`config.mk`:
```
export PLATFORM = sky130hd
export DESIGN_NAME = site_diversity_accumulator
export DESIGN_NICKNAME = d
export VERILOG_FILES = /design/src/sda_pkg.sv /design/src/sda_divider.sv /design/src/site_diversity_accumulator.sv
export SDC_FILE = /design/constraint.sdc
export NUM_CORES = 1
export LEC_CHECK = 0
export BUFFER_PORTS_ARGS = -buffer_cell sky130_fd_sc_hd__buf_2
export CAP_MARGIN = 30
export CORE_AREA = 2 2 200 202
export CTS_CLUSTER_DIAMETER = 120
export DETAILED_ROUTE_END_ITERATION = 16
export DIE_AREA = 0 0 202 204
export PLACE_DENSITY = 0.92
export SETUP_SLACK_MARGIN = 0.2
export SLEW_MARGIN = 20
export SYNTH_ARGS = -nofsm -noshare
export SYNTH_HDL_FRONTEND = slang
export SYNTH_SLANG_ARGS = --single-unit
```
`constraint.sdc`:
```
create_clock -name clock -period 10.25 [get_ports clock]
set_clock_uncertainty 0.15 [all_clocks]
set_input_delay 2.05 -clock clock [delete_from_list [all_inputs] [get_ports clock]]
set_output_delay 2.05 -clock clock [all_outputs]
set_load 0.02 [all_outputs]
```
`src/sda_pkg.sv`:
```
package sda_pkg;

   // Field and state widths
   localparam int SITE_W      = 64;
   localparam int N_W         = 7;
   localparam int MIN_SAMPLES = 2;
   localparam int MAX_SAMPLES = 64;
   localparam int HET_W       = 27;
   localparam int SQ_W        = 29;
   localparam int POLY_W      = 17;
   localparam int PI_W        = 32;
   localparam int TH_W        = 34;
   localparam int DIFF_W      = 35;
   localparam int RSP_W       = 120;

   // Shared multiplier and divider widths
   localparam int PROD_W  = 2 * N_W;
   localparam int DEN_W   = 12;
   localparam int SCALE_SH = 17;
   localparam int DIV_W   = SQ_W + SCALE_SH;
   localparam int DCNT_W  = $clog2(DIV_W);

   // Popcount slice taken per cycle
   localparam int CHUNK_W  = 8;
   localparam int CHUNKS   = SITE_W / CHUNK_W;
   localparam int STEP_W   = $clog2(CHUNKS);
   localparam int PCNT_W   = $clog2(CHUNK_W + 1);

   // Divider handshake
   typedef struct packed {
      logic start;
   } div_ctrl_type;

   typedef struct packed {
      logic busy;
      logic done;
   } div_stat_type;

endpackage

```
`src/sda_divider.sv`:
```
module sda_divider import sda_pkg::*; (
   input  logic               clock,
   input  logic               reset,
   input  div_ctrl_type       ctrl,
   input  logic [DIV_W-1:0]   dividend,
   input  logic [DEN_W-1:0]   divisor,
   output div_stat_type       stat,
   output logic [DIV_W-1:0]   quotient
);

   logic               busy_ff;
   logic               done_ff;
   logic [DCNT_W-1:0]  cnt_ff;
   logic [DEN_W-1:0]   den_ff;
   logic [DEN_W-1:0]   rem_ff;
   logic [DIV_W-1:0]   quo_ff;

   logic [DEN_W:0]     trial;
   logic               fits;
   logic [DEN_W-1:0]   rem_in;

   // Restoring step: bring down one dividend bit, subtract when it fits
   always_comb begin
      trial  = {rem_ff, quo_ff[DIV_W-1]};
      fits   = (trial >= {1'b0, den_ff});
      rem_in = fits ? DEN_W'(trial - {1'b0, den_ff}) : trial[DEN_W-1:0];
   end

   // Advance one quotient bit per cycle
   always_ff @(posedge clock) begin
      if (reset) begin
         busy_ff <= 1'b0;
         done_ff <= 1'b0;
         cnt_ff  <= '0;
      end else begin
         done_ff <= 1'b0;
         if (ctrl.start) begin
            busy_ff <= 1'b1;
            cnt_ff  <= '0;
            den_ff  <= divisor;
            rem_ff  <= '0;
            quo_ff  <= dividend;
         end else if (busy_ff) begin
            rem_ff <= rem_in;
            quo_ff <= {quo_ff[DIV_W-2:0], fits};
            cnt_ff <= cnt_ff + 1'b1;
            if (cnt_ff == DCNT_W'(DIV_W - 1)) begin
               busy_ff <= 1'b0;
               done_ff <= 1'b1;
            end
         end
      end
   end

   assign stat.busy = busy_ff;
   assign stat.done = done_ff;
   assign quotient  = quo_ff;

endmodule

```
`src/site_diversity_accumulator.sv`:
```
// Site diversity accumulator. Each word on req_ carries one site column
// (bit i set when haplotype i carries the derived allele); the allele count c
// is taken over the lowest n_samples bits, with n_samples clamped to 2..64.
// Per site the block adds c*(n-c) and c*c into saturating sums and counts the
// sites with 0<c<n. A word with req_tlast set is accumulated, then one rsp_
// word is produced holding pi and theta_H in Q16 (truncated, saturated),
// their difference pi - theta_H and the segregating-site count, and the sums
// are cleared. Per site: the word is accepted, the column is popcounted at one
// byte per cycle, then c*(n-c) and c*c are formed on the shared 7x7 multiplier;
// a last site then forms n*(n-1) and runs the shared restoring divider, which
// produces one quotient bit per cycle, twice (46 bits each), and loads the
// result once the output register is free.
// req_tready is low while a site is in work. A finished result sits in the
// output register until taken, and the next site may be accepted meanwhile.
// Write csr_wr_data only while the block is idle.
module site_diversity_accumulator import sda_pkg::*; (
   input  logic             clock,
   input  logic             reset,
   // Configuration: n_samples
   input  logic             csr_wr_en,
   input  logic [N_W-1:0]   csr_wr_data,
   // Site input
   input  logic             req_tvalid,
   output logic             req_tready,
   input  logic [63:0]      req_tdata,   // [63:0] site_bits
   input  logic             req_tlast,   // last_site
   // Result output
   output logic             rsp_tvalid,
   input  logic             rsp_tready,
   output logic [RSP_W-1:0] rsp_tdata    // [31:0] pi_q16, [65:32] theta_h_q16,
                                         // [100:66] h_diff_q16, [117:101] seg_sites
);

   typedef enum logic [2:0] {
      ST_IDLE,
      ST_COUNT,
      ST_MAC,
      ST_START_HET,
      ST_WAIT_HET,
      ST_START_SQ,
      ST_WAIT_SQ,
      ST_OUT
   } state_type;

   localparam logic [1:0] PH_HET = 2'd0;
   localparam logic [1:0] PH_SQ  = 2'd1;
   localparam logic [1:0] PH_DEN = 2'd2;

   state_type           state_ff;
   logic [N_W-1:0]      n_samples_ff;
   logic [SITE_W-1:0]   bits_ff;
   logic [N_W-1:0]      n_ff;
   logic                last_ff;
   logic [N_W-1:0]      cnt_ff;
   logic [STEP_W-1:0]   step_ff;
   logic [1:0]          phase_ff;
   logic [HET_W-1:0]    het_ff;
   logic [SQ_W-1:0]     sq_ff;
   logic [POLY_W-1:0]   poly_ff;
   logic [DEN_W-1:0]    denom_ff;
   logic [PI_W-1:0]     pi_ff;
   logic [TH_W-1:0]     th_ff;
   logic                rsp_tvalid_ff;
   logic [RSP_W-1:0]    rsp_tdata_ff;

   logic [N_W-1:0]      n_eff;
   logic [SITE_W-1:0]   site_mask;
   logic [PCNT_W-1:0]   chunk_ones;
   logic [N_W-1:0]      mul_a;
   logic [N_W-1:0]      mul_b;
   logic [PROD_W-1:0]   prod;
   logic [HET_W:0]      het_sum;
   logic [SQ_W:0]       sq_sum;
   logic [HET_W-1:0]    het_in;
   logic [SQ_W-1:0]     sq_in;
   logic [POLY_W-1:0]   poly_in;
   logic                out_free;
   logic                rsp_tvalid_in;
   logic [PI_W-1:0]     pi_in;
   logic [TH_W-1:0]     th_in;
   logic [DIFF_W-1:0]   diff_in;

   div_ctrl_type        div_ctrl;
   div_stat_type        div_stat;
   logic [DIV_W-1:0]    div_dividend;
   logic [DIV_W-1:0]    div_quotient;

   // Clamp the sample count and build the haplotype mask
   always_comb begin
      if (n_samples_ff < N_W'(MIN_SAMPLES))
         n_eff = N_W'(MIN_SAMPLES);
      else if (n_samples_ff > N_W'(MAX_SAMPLES))
         n_eff = N_W'(MAX_SAMPLES);
      else
         n_eff = n_samples_ff;
      if (n_eff >= N_W'(SITE_W))
         site_mask = '1;
      else
         site_mask = ~({SITE_W{1'b1}} << n_eff[N_W-2:0]);
   end

   // Count the ones in the low byte of the column
   always_comb begin
      chunk_ones = '0;
      for (int i = 0; i < CHUNK_W; i++)
         chunk_ones = chunk_ones + PCNT_W'(bits_ff[i]);
   end

   // Shared multiplier: operands follow the phase
   always_comb begin
      case (phase_ff)
         PH_HET: begin
            mul_a = cnt_ff;
            mul_b = n_ff - cnt_ff;
         end
         PH_SQ: begin
            mul_a = cnt_ff;
            mul_b = cnt_ff;
         end
         PH_DEN: begin
            mul_a = n_ff;
            mul_b = n_ff - 1'b1;
         end
         default: begin
            mul_a = '0;
            mul_b = '0;
         end
      endcase
      prod = PROD_W'(mul_a) * PROD_W'(mul_b);
   end

   // Saturating accumulation
   always_comb begin
      het_sum = {1'b0, het_ff} + (HET_W + 1)'(prod);
      sq_sum  = {1'b0, sq_ff} + (SQ_W + 1)'(prod);
      het_in  = het_sum[HET_W] ? '1 : het_sum[HET_W-1:0];
      sq_in   = sq_sum[SQ_W] ? '1 : sq_sum[SQ_W-1:0];
      if ((cnt_ff != '0) && (cnt_ff < n_ff) && (poly_ff != '1))
         poly_in = poly_ff + 1'b1;
      else
         poly_in = poly_ff;
   end

   // Divider feed and estimator saturation
   always_comb begin
      div_ctrl.start = (state_ff == ST_START_HET) || (state_ff == ST_START_SQ);
      if (state_ff == ST_START_HET)
         div_dividend = {(DIV_W - HET_W - SCALE_SH)'(0), het_ff, SCALE_SH'(0)};
      else
         div_dividend = {sq_ff, SCALE_SH'(0)};
      pi_in   = (div_quotient[DIV_W-1:PI_W] != '0) ? '1 : div_quotient[PI_W-1:0];
      th_in   = (div_quotient[DIV_W-1:TH_W] != '0) ? '1 : div_quotient[TH_W-1:0];
      diff_in = {(DIFF_W - PI_W)'(0), pi_ff} - {(DIFF_W - TH_W)'(0), th_ff};
      out_free = !rsp_tvalid_ff || rsp_tready;
   end

   // Hold the result word until taken, raise it when a result is loaded
   always_comb begin
      rsp_tvalid_in = ((state_ff == ST_OUT) && out_free) || (rsp_tvalid_ff && !rsp_tready);
   end

   sda_divider u_divider (
      .clock    (clock),
      .reset    (reset),
      .ctrl     (div_ctrl),
      .dividend (div_dividend),
      .divisor  (denom_ff),
      .stat     (div_stat),
      .quotient (div_quotient)
   );

   // Sequencer, accumulators and output register
   always_ff @(posedge clock) begin
      if (reset) begin
         state_ff      <= ST_IDLE;
         n_samples_ff  <= N_W'(MIN_SAMPLES);
         het_ff        <= '0;
         sq_ff         <= '0;
         poly_ff       <= '0;
         phase_ff      <= PH_HET;
         step_ff       <= '0;
         cnt_ff        <= '0;
         rsp_tvalid_ff <= 1'b0;
      end else begin
         if (csr_wr_en)
            n_samples_ff <= csr_wr_data;
         rsp_tvalid_ff <= rsp_tvalid_in;

         case (state_ff)
            ST_IDLE: begin
               if (req_tvalid) begin
                  bits_ff  <= req_tdata & site_mask;
                  n_ff     <= n_eff;
                  last_ff  <= req_tlast;
                  cnt_ff   <= '0;
                  step_ff  <= '0;
                  state_ff <= ST_COUNT;
               end
            end
            ST_COUNT: begin
               cnt_ff  <= cnt_ff + N_W'(chunk_ones);
               bits_ff <= bits_ff >> CHUNK_W;
               step_ff <= step_ff + 1'b1;
               if (step_ff == STEP_W'(CHUNKS - 1)) begin
                  phase_ff <= PH_HET;
                  state_ff <= ST_MAC;
               end
            end
            ST_MAC: begin
               case (phase_ff)
                  PH_HET: begin
                     het_ff   <= het_in;
                     phase_ff <= PH_SQ;
                  end
                  PH_SQ: begin
                     sq_ff   <= sq_in;
                     poly_ff <= poly_in;
                     if (last_ff) begin
                        phase_ff <= PH_DEN;
                     end else begin
                        phase_ff <= PH_HET;
                        state_ff <= ST_IDLE;
                     end
                  end
                  default: begin
                     denom_ff <= prod[DEN_W-1:0];
                     phase_ff <= PH_HET;
                     state_ff <= ST_START_HET;
                  end
               endcase
            end
            ST_START_HET: state_ff <= ST_WAIT_HET;
            ST_WAIT_HET: begin
               if (div_stat.done) begin
                  pi_ff    <= pi_in;
                  state_ff <= ST_START_SQ;
               end
            end
            ST_START_SQ: state_ff <= ST_WAIT_SQ;
            ST_WAIT_SQ: begin
               if (div_stat.done) begin
                  th_ff    <= th_in;
                  state_ff <= ST_OUT;
               end
            end
            ST_OUT: begin
               // Hold until the output register is free, then load and clear
               if (out_free) begin
                  rsp_tdata_ff  <= {2'b00, poly_ff, diff_in, th_ff, pi_ff};
                  het_ff        <= '0;
                  sq_ff         <= '0;
                  poly_ff       <= '0;
                  state_ff      <= ST_IDLE;
               end
            end
            default: state_ff <= ST_IDLE;
         endcase
      end
   end

   assign req_tready = (state_ff == ST_IDLE);
   assign rsp_tvalid = rsp_tvalid_ff;
   assign rsp_tdata  = rsp_tdata_ff;

   // The allele count never exceeds the sample count once counting is done
   a_count_in_range: assert property (@(posedge clock) disable iff (reset)
      (state_ff == ST_MAC) |-> (cnt_ff <= n_ff))
      else $error("allele count above sample count");

   // The divider is idle whenever the block can take a site
   a_div_idle: assert property (@(posedge clock) disable iff (reset)
      (state_ff == ST_IDLE) |-> !div_stat.busy)
      else $error("divider busy while idle");

   // The het sum only grows between results
   a_het_monotonic: assert property (@(posedge clock) disable iff (reset)
      (state_ff != ST_OUT) |=> (het_ff >= $past(het_ff)))
      else $error("het sum dropped without a result");

   // Loading a result clears all sums
   a_clear_on_result: assert property (@(posedge clock) disable iff (reset)
      (state_ff == ST_OUT && out_free) |=>
      (het_ff == '0 && sq_ff == '0 && poly_ff == '0 && rsp_tvalid_ff))
      else $error("sums not cleared after result");

endmodule

```
==> impl_metrics.toml <==
[status]
run_status = "complete, no violations"

[yosys]
synthArstFlopShare_pct = 0
yosysUniqueCellTypes = 84
synth-edff-count = 338
syn_area_mm2 = 0.0236
synth_warnings = 0
synth_simple_gate_area_share_pct = 16.3
synth_fa_ha_area_share_pct = 9.45
syn_inst = 2245
synth-main-ff-cell = "edfxtp_1"
synth-xor-area-share_pct = 3.00
synth_top_cell_by_area = "edfxtp_1"
muxShareOfSynthArea_pct = 2.27
postSynthAreaPerCell_um2 = 10.5
synth_top_cell_area_share_pct = 43.0
synth_top_family_by_area = "simple AND/OR/NAND/NOR gates"
synth_area_leaders = "edfxtp_1, dfxtp_1, ha_1"
ys_seq_elements = 442
seq_area_frac_synth_pct = 51.8
synth_compound_area_share_pct = 13.4

[clocking]
cts_tree = "yes"
ctsRootBufferMaster = "clkbuf_16"
ctsHoldBuffers = 0
cts_sinks = 442
htree_levels = 2
cts_buffers = 45
cts_buffer_depth = 3
cts_setup_buffers = 0
clk_latency_ns = 0.60
clkSlewWorstSetupHoldPaths_ns = 0.06
cts_resized = 0

[place]
placed_area_mm2 = 0.0251
placedCellCount = 2889
dp_slack_ns = 1.82
port_buffers = 196
gp_congestion = 0.918
dp_hpwl_um = 38500

[global_route]
grt_usage_pct = 26.2
overflow = 0
grt_pass1_wl_um = 87500
first_global_vias = 17500
antenna_found_initial = 0
grt_max_degree = 90

[timing]
grt_setup_unrepaired = "false"
setup_tns_ns = 0
setup_slack_ns = 1.71
post-route-period-util_pct = 83.3
maxSlewViolCount = 0
final_hold_viol_count = 0
whs_ns = 0.256
setup_viol = 0
fin_crit_ns = 8.54
fmax_ghz = 0.117
maxSlewHeadroom_pct = 42.1
worst_pin_slew_ns = 0.866

[critical_path]
cp.buffers_inverters = 2
crit_family = "adder cells"
cp.required_ns = 10.60
startpoint = "n_ff[0]$_DFFE_PP_"
cp-end-kind = "flip-flop"
path_class = "flip-flop to flip-flop"
slowest_stage = "nor2_2"
critical_path_arrival_ns = 8.90
critPathMaxStageDelay_ns = 0.61
rr_startpoint = "n_ff[0]$_DFFE_PP_"
cp_max_fo = 19
cp-start-kind = "flip-flop"

[die]
die_area_mm2 = 0.0412
die_w_um = 202
core_area_mm2 = 0.0392
num_rows = 73
start_util_pct = 60.3
die_y_um = 204
ioPinCount = 199

[layout]
nets = 2653
post-route-util_pct = 68.0
antennaDiodeCount = 0
drive_above_1_share_pct = 15.6
syn2layout_area_growth_pct = 12.8
stdcell_area_mm2 = 0.0266
fin_cells = 2978

[drt]
drc = 0
num_vias = 18100
wl_per_cell_um = 18.2
finalWirelength_um = 54200
drtIter0Drc = 1795
vias_per_cell = 6.06
dr.pass1.iters = 6
postRouteAntennaNets = 0

[hold_path]
hp-class = "flip-flop to flip-flop"
hold_start = "denom_ff[9]$_DFFE_PP_"

[power_and_ir_drop]
pwr_density_cell_mw_per_mm2 = 177
fin_total_pwr_mw = 4.73
p_leak_nw = 10.5
ir_drop_mv = 0.141

[flow_run]
cap_violations = 0
==> sequential cells by signal, summed over array words and instances (netlist names), 3 cells and up <==
register,cells
u_divider.rem_ff,12
state_ff,3
het_ff,27
th_ff,34
bits_ff,64
u_divider.quotient,46
n_ff,7
step_ff,3
u_divider.den_ff,12
denom_ff,12
rsp_tdata,118
pi_ff,32
poly_ff,17
u_divider.cnt_ff,6
sq_ff,29
n_samples_ff,7
cnt_ff,7
==> power breakdown <==
part | internal [mW] | switching [mW]
combinational | 0.367 | 0.631
sequential | 2.05 | 0.0579
clock | 0.919 | 0.705
total | 3.33 | 1.39
==> final cells by class <==
cell class                 instances  area (um^2)
fill                            2741        12500
sequential                       442        12200
multi-input combinational       1574        10500
timing repair buffer             225         1270
clock buffer                      54         1160
tap                              525          657
inverter                         130          488
clock inverter                    28          294
==> final timing paths <==
path,end,slack (ns),cells after the start
worst min-delay path,u_divider.den_ff[9]$_DFFE_PP_,0.26,0
worst max-delay path,sq_ff[7]$_SDFFE_PP0P_,1.71,32
worst max register to register,sq_ff[7]$_SDFFE_PP0P_,1.71,32
worst min register to register,u_divider.den_ff[9]$_DFFE_PP_,0.26,0
==> cell families after synthesis <==
| kind of cell | Yosys count |
|---|---|
| fa+ha+maj | 158 |
| flops | 442 |
| xor+xnor | 81 |
| compound gates | 497 |
| mux | 53 |
| simple gates | 783 |
| other cells | 1 |
| buf+inv | 230 |
==> routing by layer <==
layer	vias up	part of all wire, %	GRT usage [%]
li1	8496	-	-
met1	8475	40	34.2
met2	940	48	44.3
met3	140	8.8	4.58
met4	0	3.0	9.19
met5	-	0	0
==> Yosys cell counts, drive strengths merged (5+ instances only) <==
cell type / n
nor2: 157
nor3b: 5
nand4: 18
nor3: 52
fa: 34
nor4b: 5
buf: 15
a2bb2oi: 8
a21oi: 135
a31oi: 22
dfxtp: 104
o211ai: 14
nand3: 77
nor4: 19
ha: 124
xor2: 23
a41oi: 5
a221o: 6
o31ai: 12
o21a: 14
nand2b: 18
or2: 59
xnor2: 58
inv: 130
a211oi: 15
o21ai: 157
o311ai: 5
and3: 25
edfxtp: 338
o31a: 6
a22o: 7
nor2b: 33
a21o: 34
a21boi: 8
and2: 32
mux2i: 49
or3: 44
a32o: 17
nand2: 226
clkbuf: 85
==> cells in the final DEF (no fill, tap or decap), drive strengths merged, types with 6 or more instances in the layout <==
cell	instances
a211oi	15
a21boi	8
a21o	34
a21oi	135
a221o	6
a22o	7
a2bb2oi	8
a31oi	22
a32o	17
and2	32
and3	25
buf	225
clkbuf	54
clkinv	20
dfxtp	104
edfxtp	338
fa	34
ha	124
inv	132
mux2i	49
nand2	226
nand2b	18
nand3	77
nand4	18
nor2	157
nor2b	33
nor3	52
nor4	19
o211ai	14
o21a	14
o21ai	157
o31a	6
o31ai	12
or2	59
or3	44
xnor2	58
xor2	23
(Power assumes the default switching activity.)
